<file path="config.mk">
export PLATFORM = sky130hd
export DESIGN_NAME = smi_fifo
export DESIGN_NICKNAME = d
export VERILOG_FILES = /design/src/rtl/core/smi_pkg.sv /design/src/rtl/core/smi_fifo.sv
export SDC_FILE = /design/constraint.sdc
export NUM_CORES = 1
export LEC_CHECK = 0
export CAP_MARGIN = 20
export CORE_UTILIZATION = 50
export CTS_CLUSTER_DIAMETER = 30
export DETAILED_ROUTE_END_ITERATION = 10
export DONT_BUFFER_PORTS = 1
export PLACE_DENSITY = 0.67
export SKIP_CTS_REPAIR_TIMING = 1
export SLEW_MARGIN = 20
export SYNTH_ARGS = -nofsm -noshare
export SYNTH_HDL_FRONTEND = slang
export SYNTH_SLANG_ARGS = --single-unit
</file>
<file path="constraint.sdc">
create_clock -name clk_i -period 5.7 [get_ports clk_i]
set_input_delay 1.14 -clock clk_i [delete_from_list [all_inputs] [get_ports clk_i]]
set_output_delay 1.14 -clock clk_i [all_outputs]
set_load 0.02 [all_outputs]
</file>
<file path="src/rtl/core/smi_pkg.sv">
// Shared constants for the symmetric 3x3 matrix inverse core.
package smi_pkg;
  localparam int unsigned DataWidthDef = 32;
  localparam int unsigned FracBitsDef  = 16;
  localparam int unsigned NumCof       = 6;
  localparam int unsigned NumEnt       = 9;
  localparam int unsigned QueueDepth   = 4;
endpackage

</file>
<file path="src/rtl/core/smi_fifo.sv">
// Short queue that decouples the cofactor front from the divider back.
module smi_fifo #(
  parameter int unsigned Width = 8,
  parameter int unsigned Depth = smi_pkg::QueueDepth
) (
  input  logic             clk_i,
  input  logic             rst_ni,
  input  logic             push_i,
  input  logic [Width-1:0] data_i,
  output logic             full_o,
  input  logic             pop_i,
  output logic             valid_o,
  output logic [Width-1:0] data_o
);
  localparam int unsigned PtrW = (Depth > 1) ? $clog2(Depth) : 1;
  localparam int unsigned CntW = $clog2(Depth + 1);

  logic [Width-1:0] mem_q [Depth];
  logic [PtrW-1:0]  wptr_q, rptr_q;
  logic [CntW-1:0]  cnt_q;
  logic             do_push, do_pop;

  assign full_o  = (cnt_q == CntW'(Depth));
  assign valid_o = (cnt_q != '0);
  assign data_o  = mem_q[rptr_q];
  assign do_push = push_i && !full_o;
  assign do_pop  = pop_i && valid_o;

  always_ff @(posedge clk_i) begin
    if (do_push) begin
      mem_q[wptr_q] <= data_i;
    end
  end

  always_ff @(posedge clk_i or negedge rst_ni) begin
    if (!rst_ni) begin
      wptr_q <= '0;
      rptr_q <= '0;
      cnt_q  <= '0;
    end else begin
      if (do_push) begin
        wptr_q <= (wptr_q == PtrW'(Depth - 1)) ? '0 : wptr_q + 1'b1;
      end
      if (do_pop) begin
        rptr_q <= (rptr_q == PtrW'(Depth - 1)) ? '0 : rptr_q + 1'b1;
      end
      cnt_q <= cnt_q + CntW'(do_push) - CntW'(do_pop);
    end
  end
endmodule

</file>
; ---- Word level (Yosys, flattened, before mapping)
; Memory sizes are Yosys's and may differ from the RTL's.
; Cells that the tools add are included.
[op_classes]
n_addsub = 4
eq_ne = 3
n_mux = 4
n_reduce_logical = 4
[op_table]
columns = op, n
row1 = $add A2 B1 Y2 const B, 2
row2 = $eq A2 B2 Y1 const B, 2
row3 = $mux W2, 2
row4 = $add A3 B1 Y3, 1
row5 = $eq A3 B3 Y1 const B, 1
row6 = $reduce_bool A3 Y1, 1
row7 = $sub A3 B1 Y3, 1
row8 = $logic_and A1 B1 Y1, 2
row9 = $mux W1, 2
row10 = $logic_not A1 Y1, 1
[totals]
ff_bits = 7
mem_bits_rw = 32
input_bits = 12
out_inout_bits = 10
wordCells = 19
n_memories = 1
[memory_table]
columns = name, depth, width, rd, rd_clocked_by_memory_dff, write_ports, line
row1 = mem_q, 4, 8, 1, 0, 1, smi_fifo.sv:18  ; logic [Width-1:0] mem_q [Depth];

; ---- Longest topological paths before layout
; Gate-level depths: netlist (run 1).
[depth]
word_depth = 5
ltp_mapped = 9
depth_no_buf = 9

; ---- Least setup slack after synthesis (run 1)
; Ideal clock, no wire load.
[synth_path]
kind = input -> register
start = input pop_i
end = register cnt_q[2]
setup_ps = 131
t_arrival_ps = 2375
required_ps = 5569
path_slack_ps = 3194
stages = 9
n_path_buf = 0
path_cell_list = o31ai_2 > inv_1 > ha_1 > inv_1 > ha_1 > inv_1 > fa_1 > xnor2_1 > xnor2_1
[synth_between]
elab_chain_len = 2
[synth_rtl]
columns = item, line
row1 = from (decl), smi_fifo.sv:11  ; input logic pop_i,
row2 = $logic_and A1 B1 Y1, smi_fifo.sv:27  ; assign do_pop = pop_i && valid_o;
row3 = net do_pop, smi_fifo.sv:21  ; logic do_push, do_pop;
row4 = $sub A3 B1 Y3, smi_fifo.sv:47  ; cnt_q <= cnt_q + CntW'(do_push) - CntW'(do_pop);
row5 = to (signal assigned), smi_fifo.sv:47
row6 = to (decl), smi_fifo.sv:20  ; logic [CntW-1:0] cnt_q;
; The timed path passes the listed nets, and every way through them passes these cells.
; A chain may end at the register's enable or synchronous reset.

; ---- Worst setup path after layout (run 1)
[layout_path]
start = register rptr_q[0]
end = output data_o[2]
[layout_between]
elab_chain_len = 1
[layout_rtl]
columns = item, line
row1 = from (decl), smi_fifo.sv:19  ; logic [PtrW-1:0] wptr_q, rptr_q;
row2 = from (signal assigned), smi_fifo.sv:45  ; rptr_q <= (rptr_q == PtrW'(Depth - 1)) ? '0 : rptr_q + 1'b1;
row3 = $mem_v2 Z4 W8, --
row4 = to (decl), smi_fifo.sv:13  ; output logic [Width-1:0] data_o
; Every way passes these cells.

==> flow_metrics.py, run 1 <==
metrics = {
    "timing": {
        "slew_headroom_pct": 58.73,
        "post_route_setup_tns_ns": 0,
        "max_slew.worst_pin.slew_ns": 0.6190,
        "rsz0062_at_grt": "no",
        "period_share_pct": 50.89,
        "post-route-min-period_ns": 2.901,
        "finalMaxSlewViolations": 0,
        "finalSetupViolCount": 0,
        "final_hold_viol_count": 0,
        "fin_skew_ns": 0.005483,
        "max_freq_mhz": 344.7,
    },
    "global_route": {
        "global_route_wire_length_before_repair_um": 3698,
        "number_of_antenna_violations_at_the_first_check_in_global_routing": 0,
        "first_global_vias": 770,
        "global_route.overflow_total": 0,
        "grt_max_degree": 13,
        "grt_use_total_pct": 15.64,
    },
    "finish": {
        "fillerInstances": 245,
        "nNetsFinal": 109,
        "utilization_pct": 57.32,
        "final_layout_size_suffix_gt1_share_pct": 22.22,
        "antenna_cells": 0,
        "syn_to_final_growth_pct": 7.469,
    },
    "setup_path": {
        "worst_stage_delay_on_the_critical_path_ns": 0.75,
        "worstSetupStartpointType": "flop",
        "largest_delay_share_family_worst_path": "flip-flops",
        "crit_buf_inv": 0,
        "crit_chain": "mux4_2",
        "slowest_stage": "sky130_fd_sc_hd__dfrtp_1",
        "critical_path.max_fanout": 11,
        "critPathKind": "reg -> out",
        "end_kind": "output port",
        "required_ns": 4.56,
        "critPathArrivalTime_ns": 1.76,
    },
    "floorplan": {
        "start_util_pct": 53.33,
        "design.core.area_mm2": 0.003078,
        "floorplan.io_pins": 22,
        "placement_rows": 20,
        "die-height_um": 59.30,
        "dieArea_mm2": 0.003516,
        "fp.dieW_um": 59.30,
    },
    "yosys": {
        "synth_cells": 84,
        "synth_top_family_by_area": "multiplexers",
        "syn_area_mm2": 0.001642,
        "synth_cell_types": 20,
        "synth_xor_area_share_pct": 1.067,
        "synth.top_cell.area_share_pct": 58.54,
        "post_synth_and_or_nand_nor_area_fraction_pct": 7.241,
        "ys.flop_type": "sky130_fd_sc_hd__edfxtp_1",
        "yosys_warnings": 0,
        "synthArstFlopShare_pct": 17.95,
        "synth-compound-area-share_pct": 1.677,
        "number_of_synthesized_flops_with_an_enable_pin": 32,
        "seq_area_frac_synth_pct": 69.21,
        "syn_nets": 104,
        "yosysMostFrequentCell": "sky130_fd_sc_hd__edfxtp_1",
        "average_size_of_a_mapped_cell_um2": 19.54,
        "post_synth_most_frequent_cells": "sky130_fd_sc_hd__edfxtp_1, sky130_fd_sc_hd__mux4_2, sky130_fd_sc_hd__dfrtp_1, sky130_fd_sc_hd__ha_1, sky130_fd_sc_hd__inv_1",
        "ys_ff_latch": 39,
        "synth.top_cells.by_area": "sky130_fd_sc_hd__edfxtp_1, sky130_fd_sc_hd__mux4_2, sky130_fd_sc_hd__dfrtp_1, sky130_fd_sc_hd__ha_1, sky130_fd_sc_hd__and3b_1",
        "post_synth_fa_ha_maj_area_fraction_pct": 6.555,
        "muxShareOfSynthArea_pct": 12.35,
        "synthDominantAreaCellType": "sky130_fd_sc_hd__edfxtp_1",
    },
    "place": {
        "gp_congestion": 0.6725,
        "place.port_buffers": 0,
        "detailed_place_hpwl_um": 1591,
    },
    "power_and_ir_drop": {
        "powerDensity_mw_per_mm2": 517.2,
        "p_leak_uw": 0.0006284,
        "ir_drop_v": 0.0002638,
    },
    "job": {
        "drv.max_cap_violation_count": 0,
    },
    "drt": {
        "detail_route.vias_per_cell": 5.619,
        "vias": 753,
        "first_pass_iters": 4,
        "drt.antenna.violating_nets": 0,
        "postRouteWirelength_um": 2289,
        "drc": 0,
        "initialDrtViolationCount": 28,
        "wl_per_cell_um": 17.08,
    },
    "hold_path": {
        "min-delay-path-class": "in -> async",
    },
    "clocking": {
        "clock_sink_count": 39,
        "clkSlewWorstSetupHoldPaths_ns": 0.11,
        "clkLatencyLatePin_ns": 0.34,
        "clk_path_buf_depth": 2,
        "ctsRootBufferMaster": "sky130_fd_sc_hd__clkbuf_4",
        "numCtsBuffers": 5,
        "cts-htree-levels": 2,
        "clock_tree_from_tritoncts": "built",
    },
    "status": {
        "status": "finished, final reports clean",
    },
}
-- placed cells by master, fill, tap and decap left out --
cell type / synthesis / routed
sky130_fd_sc_hd__mux4_2: 8 / 8
sky130_fd_sc_hd__or3_2: 1 / 1
sky130_fd_sc_hd__nand2b_1: 3 / 3
sky130_fd_sc_hd__clkinv_1: 0 / 1
sky130_fd_sc_hd__o211ai_1: 2 / 2
sky130_fd_sc_hd__xnor2_1: 2 / 2
sky130_fd_sc_hd__clkbuf_4: 0 / 5
sky130_fd_sc_hd__nand2_1: 1 / 1
sky130_fd_sc_hd__bufinv_16: 0 / 1
sky130_fd_sc_hd__mux2_2: 2 / 2
sky130_fd_sc_hd__nor3b_4: 1 / 1
sky130_fd_sc_hd__nand4bb_1: 2 / 2
sky130_fd_sc_hd__dfrtp_1: 7 / 7
sky130_fd_sc_hd__or3b_1: 1 / 1
sky130_fd_sc_hd__inv_1: 6 / 6
sky130_fd_sc_hd__edfxtp_1: 32 / 32
sky130_fd_sc_hd__ha_1: 7 / 7
sky130_fd_sc_hd__nor2_1: 1 / 1
sky130_fd_sc_hd__clkinv_2: 0 / 1
sky130_fd_sc_hd__fa_1: 1 / 1
sky130_fd_sc_hd__and3b_1: 4 / 4
sky130_fd_sc_hd__o31ai_2: 1 / 1
-- logic make-up (layout without fill, tap and decap cells) --
kind of cell / count (synthesis) / after routing
muxes: 10 / 10
xor gates and xnor gates: 2 / 2
DFF: 39 / 39
adders and majority gates: 8 / 8
and+or+nand+nor: 14 / 14
AOI/OAI and AO/OA: 3 / 3
buffers and inverters: 8 / 14
-- layout make-up --
type	count	area (um^2)	area share, %
inverter	6	22.52	1.277
clock buffer	5	37.54	2.128
sequential	39	1136	64.40
tap	44	55.05	3.121
multi-input combinational	37	474.2	26.88
clock inverter	3	38.79	2.199
-- routing by layer --
metal | GRT usage, % | routed length [um] | vias up
met1 | 17.59 | 921 | 390
li1 | - | - | 339
met5 | 0 | 0 | -
met4 | 8.163 | 30 | 0
met2 | 26.00 | 1197 | 19
met3 | 5.677 | 139 | 5
-- final timing paths --
path,startpoint,to,slack [ns],cells after the start
worst max-delay path,rptr_q[0],data_o[2],2.80,1
worst min-delay path,rst_ni,wptr_q[1],0.48,0
worst max register to register,cnt_q[1],cnt_q[2],3.32,9
worst min register to register,wptr_q[1],wptr_q[1],0.60,2
max in group asynchronous,rst_ni,cnt_q[0],5.15,0
min in group clk_i,wptr_q[1],wptr_q[1],0.60,2
-- sequential cells by signal, indices dropped and copies added, names as in the netlist --
signal	count
cnt_q	3
mem_q	32
rptr_q	2
wptr_q	2
-- metrics by stage --
stage	power (uW)	worst slack, ns	hold slack (ns)	instances	area, um^2
after floorplan	699.4	3.194	0.5425	84	1642
after global placement	742.5	3.131	0.5824	126	1688
after detailed placement	755.0	3.118	0.5868	126	1688
after CTS	928.4	2.726	0.4636	134	1764
after global routing	969.2	2.693	0.4531	134	1764
final	912.4	2.799	0.4840	134	1764
-- power by group --
group	leakage [uW]	internal (uW)	total, uW	switching (uW)
Clock	0.0000426	90.2	175	85.0
Combinational	0.000210	131	274	143
Sequential	0.000376	385	464	78.9
Total	0.000628	606	912	307
No activity file was read; power rests on OpenSTA's default activity.
==> inputs of run 2 (changes only) <==
==> constraint.sdc (replaced) <==
create_clock -name clk_i -period 2.7 [get_ports clk_i]
set_input_delay 0.54 -clock clk_i [delete_from_list [all_inputs] [get_ports clk_i]]
set_output_delay 0.54 -clock clk_i [all_outputs]
set_load 0.02 [all_outputs]
==> flow_metrics.py, run 2 (synthesized netlist as in run 1, its figures left out) <==
metrics = {
    "power_and_ir_drop": {
        "sw_frac_of_total_pct": 34.41,
        "p_leak_uw": 0.0006306,
        "powerDensity_mw_per_mm2": 1057,
        "pwr-share-clk_pct": 16.1,
        "power.net_switching_uw": 642.2,
        "pwr-share-comb_pct": 31.8,
        "internal-power_uw": 1224,
        "ir_drop_v": 0.0005434,
        "share_seq_of_total_power_pct": 52.1,
    },
    "finish": {
        "most-common-layout-cells": "sky130_fd_sc_hd__edfxtp_1, sky130_fd_sc_hd__mux4_2, sky130_fd_sc_hd__ha_1, sky130_fd_sc_hd__dfrtp_1, sky130_fd_sc_hd__inv_1",
        "syn_to_final_growth_pct": 7.546,
        "mostFrequentLayoutCell": "sky130_fd_sc_hd__edfxtp_1",
        "max_flop_register": "mem_q",
        "number_of_flip_flops_in_the_largest_register": 32,
        "reg_top3": "mem_q: 32 flops, cnt_q: 3 flops",
        "final_layout_size_suffix_gt1_share_pct": 22.83,
        "antenna_cells": 0,
        "utilization_pct": 57.36,
        "nNetsFinal": 111,
        "fin_cells": 136,
    },
    "setup_path": {
        "slowest_stage": "sky130_fd_sc_hd__dfrtp_1",
        "required_ns": 2.16,
        "largest_delay_share_family_worst_path": "flip-flops",
        "worst_stage_delay_on_the_critical_path_ns": 0.74,
        "critPathKind": "reg -> out",
        "critPathArrivalTime_ns": 1.75,
        "end_kind": "output port",
        "rr_endpoint": "cnt_q[2]",
        "critical_path.max_fanout": 11,
        "worstSetupStartpointType": "flop",
        "crit_buf_inv": 0,
        "worst_reg2reg_startpoint": "cnt_q[1]",
        "reg2reg_depth": 9,
        "regToRegSetupSlack_ns": 0.51,
        "crit_chain": "mux4_2",
    },
    "global_route": {
        "global_route.overflow_total": 0,
        "grt_use_total_pct": 14.99,
        "grt_max_degree": 13,
        "global_route_wire_length_before_repair_um": 3519,
        "first_global_vias": 725,
        "number_of_antenna_violations_at_the_first_check_in_global_routing": 0,
    },
    "floorplan": {
        "die-height_um": 59.30,
        "dieArea_mm2": 0.003516,
        "start_util_pct": 53.33,
        "floorplan.io_pins": 22,
        "placement_rows": 20,
        "fp.dieW_um": 59.30,
        "design.core.area_mm2": 0.003078,
    },
    "clocking": {
        "clkLatencyLatePin_ns": 0.33,
        "cts-htree-levels": 2,
        "clkSlewWorstSetupHoldPaths_ns": 0.11,
        "clock_sink_count": 39,
        "numCtsBuffers": 5,
        "clk_path_buf_depth": 2,
        "clock_tree_from_tritoncts": "built",
        "ctsRootBufferMaster": "sky130_fd_sc_hd__clkbuf_4",
    },
    "hold_path": {
        "min-delay-start": "data_i[4]",
        "worstHoldPathCells": 0,
        "min-delay-path-class": "in -> reg",
        "min_to": "mem_q[2][4]",
    },
    "status": {
        "status": "finished, final reports clean",
    },
    "timing": {
        "final_hold_viol_count": 0,
        "max_freq_mhz": 437.0,
        "period_share_pct": 84.75,
        "finalMaxSlewViolations": 0,
        "fin_skew_ns": 0.008061,
        "worst_hold_slack_ns": 0.2914,
        "max_slew.worst_pin.slew_ns": 0.6049,
        "post-route-min-period_ns": 2.288,
        "rsz0062_at_grt": "no",
        "slew_headroom_pct": 59.68,
        "finalSetupViolCount": 0,
        "post_route_setup_tns_ns": 0,
    },
    "drt": {
        "drt.antenna.violating_nets": 0,
        "first_pass_iters": 4,
        "initialDrtViolationCount": 29,
        "wl_per_cell_um": 16.60,
        "detail_route.vias_per_cell": 5.412,
        "vias": 736,
        "postRouteWirelength_um": 2258,
        "drc": 0,
    },
    "place": {
        "detailed_place_hpwl_um": 1571,
        "place.port_buffers": 0,
        "numPlacedInstances": 127,
        "gp_congestion": 0.6939,
    },
    "job": {
        "drv.max_cap_violation_count": 0,
    },
}
run 2: cell types whose count changed in the layout (fill, tap and decap cells not counted), sizes merged:
cell	change
clkinv	-1
clkbuf	+2
dlygate4sd3	+1
bufinv	-1
buf	+1
run 2: worst max-delay path by stage:
| stage | cells past startpoint | start | end | slack [ns] |
|---|---|---|---|---|
| 2_1_floorplan | 9 | cnt_q[1] | cnt_q[2] | 0.49 |
| 3_3_place_gp | 9 | cnt_q[1] | cnt_q[2] | 0.54 |
| 3_5_place_dp | 9 | cnt_q[1] | cnt_q[2] | 0.52 |
| 4_1_cts | 1 | rptr_q[0] | data_o[6] | 0.36 |
| 5_1_grt | 1 | rptr_q[0] | data_o[7] | 0.30 |
| 6_report | 1 | rptr_q[0] | data_o[6] | 0.41 |
run 2: layer usage:
layer / vias up / wire length, um / track usage (%)
li1: 341 / - / -
met1: 374 / 967 / 18.55
met2: 16 / 1136 / 23.43
met3: 5 / 109 / 4.148
met4: 0 / 44 / 9.184
met5: - / 0 / 0
run 2: power by group through the flow:
stage / Combinational, uW / Sequential [uW] / Clock (uW)
floorplan: 576 / 901 / 0
global placement: 595 / 984 / 0
detailed placement: 601 / 994 / 0
CTS: 603 / 980 / 311
global route: 652 / 998 / 331
finish: 594 / 972 / 301
run 2: layout make-up:
type,instances,area [um^2]
repair buffers,2,17.52
fillers,236,1313
multi-input cells,37,474.2
clock buffers,7,55.05
flip-flops and latches,39,1136
clock inverters,1,5.005
well taps,44,55.05
inverters,6,22.52
run 2: stage by stage:
stage               power [uW]  setup slack [ns]  area, um^2
floorplan                 1476            0.4851        1642
global placement          1580            0.5392        1695
detailed placement        1595            0.5164        1695
CTS                       1893            0.3606        1755
global route              1982            0.2989        1765
finish                    1867            0.4118        1765
==> inputs of run 3 (changes only) <==
--- a/config.mk
+++ b/config.mk
@@ -5,6 +5,7 @@
 export SDC_FILE = /design/constraint.sdc
 export NUM_CORES = 1
 export LEC_CHECK = 0
+export ABC_AREA = 1
 export CAP_MARGIN = 20
 export CORE_UTILIZATION = 50
 export CTS_CLUSTER_DIAMETER = 30
==> constraint.sdc (replaced) <==
create_clock -name clk_i -period 2.2 [get_ports clk_i]
set_input_delay 0.44 -clock clk_i [delete_from_list [all_inputs] [get_ports clk_i]]
set_output_delay 0.44 -clock clk_i [all_outputs]
set_load 0.02 [all_outputs]
==> flow_metrics.py, run 3 <==
metrics = {
    "global_route": {
        "first_global_vias": 1029,
        "number_of_antenna_violations_at_the_first_check_in_global_routing": 0,
        "grt_max_degree": 36,
        "global_route_wire_length_before_repair_um": 4547,
        "grt_use_total_pct": 17.80,
        "global_route.overflow_total": 0,
    },
    "power_and_ir_drop": {
        "power.net_switching_uw": 1006,
        "share_seq_of_total_power_pct": 44.7,
        "internal-power_uw": 1415,
        "powerDensity_mw_per_mm2": 1283,
        "ir_drop_v": 0.0007216,
        "power.total_uw": 2421,
        "pwr-share-clk_pct": 14.8,
        "p_leak_uw": 0.0008156,
        "pwr-share-comb_pct": 40.5,
        "sw_frac_of_total_pct": 41.56,
    },
    "setup_path": {
        "required_ns": 2.46,
        "worst_stage_delay_on_the_critical_path_ns": 0.47,
        "critPathKind": "reg -> reg",
        "reg2reg_depth": 11,
        "crit_path_frequent_cell": "sky130_fd_sc_hd__inv_1",
        "crit_chain": "nor2_4 -> nand2_4 -> nand2_1 -> inv_1 -> ha_1 -> inv_1 -> ha_1 -> inv_1 -> fa_1 -> nand3_1 -> nand2_1",
        "crit_buf_inv": 3,
        "rr_endpoint": "cnt_q[2]",
        "largest_delay_share_family_worst_path": "adder cells",
        "critPathArrivalTime_ns": 2.27,
        "critical_path.max_fanout": 4,
        "end_kind": "flop",
        "slowest_stage": "sky130_fd_sc_hd__dfrtp_2",
        "regToRegSetupSlack_ns": 0.19,
        "worst_reg2reg_startpoint": "cnt_q[1]",
        "worstSetupStartpointType": "flop",
    },
    "timing": {
        "finalSetupViolCount": 0,
        "post_route_setup_tns_ns": 0,
        "finalMaxSlewViolations": 0,
        "period_share_pct": 91.29,
        "rsz0062_at_grt": "no",
        "max_slew.worst_pin.slew_ns": 0.3442,
        "final_hold_viol_count": 0,
        "slew_headroom_pct": 76.98,
        "fin_skew_ns": 0.006680,
        "max_freq_mhz": 497.9,
        "post-route-min-period_ns": 2.008,
    },
    "finish": {
        "max_flop_register": "mem_q",
        "final_layout_size_suffix_gt1_share_pct": 12.35,
        "most-common-layout-cells": "sky130_fd_sc_hd__nand2_1, sky130_fd_sc_hd__edfxtp_1, sky130_fd_sc_hd__inv_1, sky130_fd_sc_hd__o211ai_1, sky130_fd_sc_hd__ha_1",
        "antenna_cells": 0,
        "fillerInstances": 309,
        "postLayoutCellArea_mm2": 0.001887,
        "reg_top3": "mem_q: 32 flops, cnt_q: 3 flops",
        "nNetsFinal": 181,
        "syn_to_final_growth_pct": 7.102,
        "mostFrequentLayoutCell": "sky130_fd_sc_hd__nand2_1",
        "number_of_flip_flops_in_the_largest_register": 32,
    },
    "yosys": {
        "number_of_synthesized_flops_with_an_enable_pin": 32,
        "average_size_of_a_mapped_cell_um2": 11.59,
        "yosysMostFrequentCell": "sky130_fd_sc_hd__nand2_1",
        "synth.top_cell.area_share_pct": 54.55,
        "post_synth_most_frequent_cells": "sky130_fd_sc_hd__nand2_1, sky130_fd_sc_hd__edfxtp_1, sky130_fd_sc_hd__inv_1",
        "synth_cell_types": 14,
        "synthArstFlopShare_pct": 17.95,
        "synthDominantAreaCellType": "sky130_fd_sc_hd__edfxtp_1",
        "ys_ff_latch": 39,
        "ys.flop_type": "sky130_fd_sc_hd__edfxtp_1",
        "synth_cells": 152,
        "syn_area_mm2": 0.001762,
        "syn_nets": 172,
        "synth.top_cells.by_area": "sky130_fd_sc_hd__edfxtp_1, sky130_fd_sc_hd__dfrtp_1, sky130_fd_sc_hd__nand2_1, sky130_fd_sc_hd__inv_1, sky130_fd_sc_hd__o211ai_1",
        "seq_area_frac_synth_pct": 64.49,
        "yosys_warnings": 0,
    },
    "place": {
        "place.port_buffers": 0,
        "gp_congestion": 0.7153,
        "detailed_place_hpwl_um": 1868,
        "post_dp_cell_area_mm2": 0.001808,
    },
    "hold_path": {
        "worstHoldPathCells": 0,
        "min_to": "mem_q[2][6]",
        "min-delay-start": "data_i[6]",
        "min-delay-path-class": "in -> reg",
    },
    "clocking": {
        "clkSlewWorstSetupHoldPaths_ns": 0.12,
        "clk_path_buf_depth": 2,
        "numCtsBuffers": 5,
        "clock_tree_from_tritoncts": "built",
        "clock_sink_count": 39,
        "cts-htree-levels": 2,
        "clkLatencyLatePin_ns": 0.35,
        "ctsRootBufferMaster": "sky130_fd_sc_hd__clkbuf_4",
    },
    "floorplan": {
        "dieArea_mm2": 0.003765,
        "placement_rows": 21,
        "floorplan.io_pins": 22,
        "die-height_um": 61.36,
        "start_util_pct": 52.38,
        "design.core.area_mm2": 0.003363,
        "fp.dieW_um": 61.36,
    },
    "drt": {
        "wl_per_cell_um": 13.22,
        "first_pass_iters": 4,
        "initialDrtViolationCount": 42,
        "drc": 0,
        "postRouteWirelength_um": 2750,
        "detail_route.vias_per_cell": 4.880,
        "drt.antenna.violating_nets": 0,
        "vias": 1015,
    },
    "job": {
        "drv.max_cap_violation_count": 0,
    },
    "status": {
        "status": "finished, final reports clean",
    },
}
==> run 3: cell types whose count changed in the layout (fill, tap and decap cells not counted), sizes merged, moves of 5 or more <==
cell | before | now
nand3 | 0 | 5
inv | 6 | 31
buf | 1 | 6
nor2 | 1 | 7
nand2 | 1 | 41
mux4 | 8 | 0
o211ai | 2 | 16
==> run 3: worst register-to-register path, cell delays in order, from the launching register on <==
cell	delay [ns]
sky130_fd_sc_hd__dfrtp_2	0.47
sky130_fd_sc_hd__nor2_4	0.16
sky130_fd_sc_hd__nand2_4	0.10
sky130_fd_sc_hd__nand2_1	0.11
sky130_fd_sc_hd__inv_1	0.05
sky130_fd_sc_hd__ha_1	0.27
sky130_fd_sc_hd__inv_1	0.06
sky130_fd_sc_hd__ha_1	0.13
sky130_fd_sc_hd__inv_1	0.05
sky130_fd_sc_hd__fa_1	0.38
sky130_fd_sc_hd__nand3_1	0.09
sky130_fd_sc_hd__nand2_1	0.05
==> run 3: how the worst max path moves through the flow <==
stage               startpoint        to  depth (start not counted)
finish                cnt_q[1]  cnt_q[2]                         11
floorplan             cnt_q[1]  cnt_q[2]                         11
CTS                   cnt_q[1]  cnt_q[1]                         10
global route          cnt_q[1]  cnt_q[2]                         11
detailed placement    cnt_q[1]  cnt_q[2]                         11
global placement      cnt_q[1]  cnt_q[2]                         11
==> run 3: routing by layer <==
layer	wire length, um	part of all wire (%)	global-route usage [%]
met5	0	0	0
met4	49	1.8	7.619
met3	177	6.4	8.403
met2	1284	47	28.57
met1	1238	45	20.56
==> run 3: final cells by class <==
type	count	area [um^2]	share of cell area, %
well taps	46	57.56	3.050
inverters	31	116.4	6.167
flip-flops and latches	39	1137	60.28
repair buffers	7	55.05	2.918
clock buffers	5	37.54	1.989
multi-input cells	77	462.9	24.54
clock inverters	3	20.02	1.061
==> run 3: kinds of logic (layout without fill, tap and decap cells) <==
| logic type | count (synthesis) | count (layout) | share of synthesized area [%] |
|---|---|---|---|
| AOI/OAI and AO/OA | 16 | 16 | 7.102 |
| adders and majority gates | 8 | 8 | 6.108 |
| buffers and inverters | 36 | 46 | 9.801 |
| DFF | 39 | 39 | 64.49 |
| and+or+nand+nor | 53 | 53 | 12.50 |
==> run 3: stage by stage <==
step,util (%),cells,hold slack [ns],worst slack (ns)
final,56.10,208,0.1719,0.1916
after global routing,56.10,208,0.1308,0.06025
after CTS,55.47,207,-0.2582,0.1023
after detailed placement,53.76,199,0.1446,0.1183
after global placement,53.76,199,0.1446,0.2162
after floorplan,-,152,0.1444,0.2716
==> run 3: power by group through the flow <==
| stage | Clock [uW] | Sequential, uW | Combinational (uW) |
|---|---|---|---|
| after floorplan | 0 | 1080 | 844 |
| after global placement | 0 | 1080 | 945 |
| after detailed placement | 0 | 1090 | 978 |
| after CTS | 377 | 1070 | 988 |
| after global routing | 409 | 1100 | 1130 |
| final | 359 | 1080 | 980 |
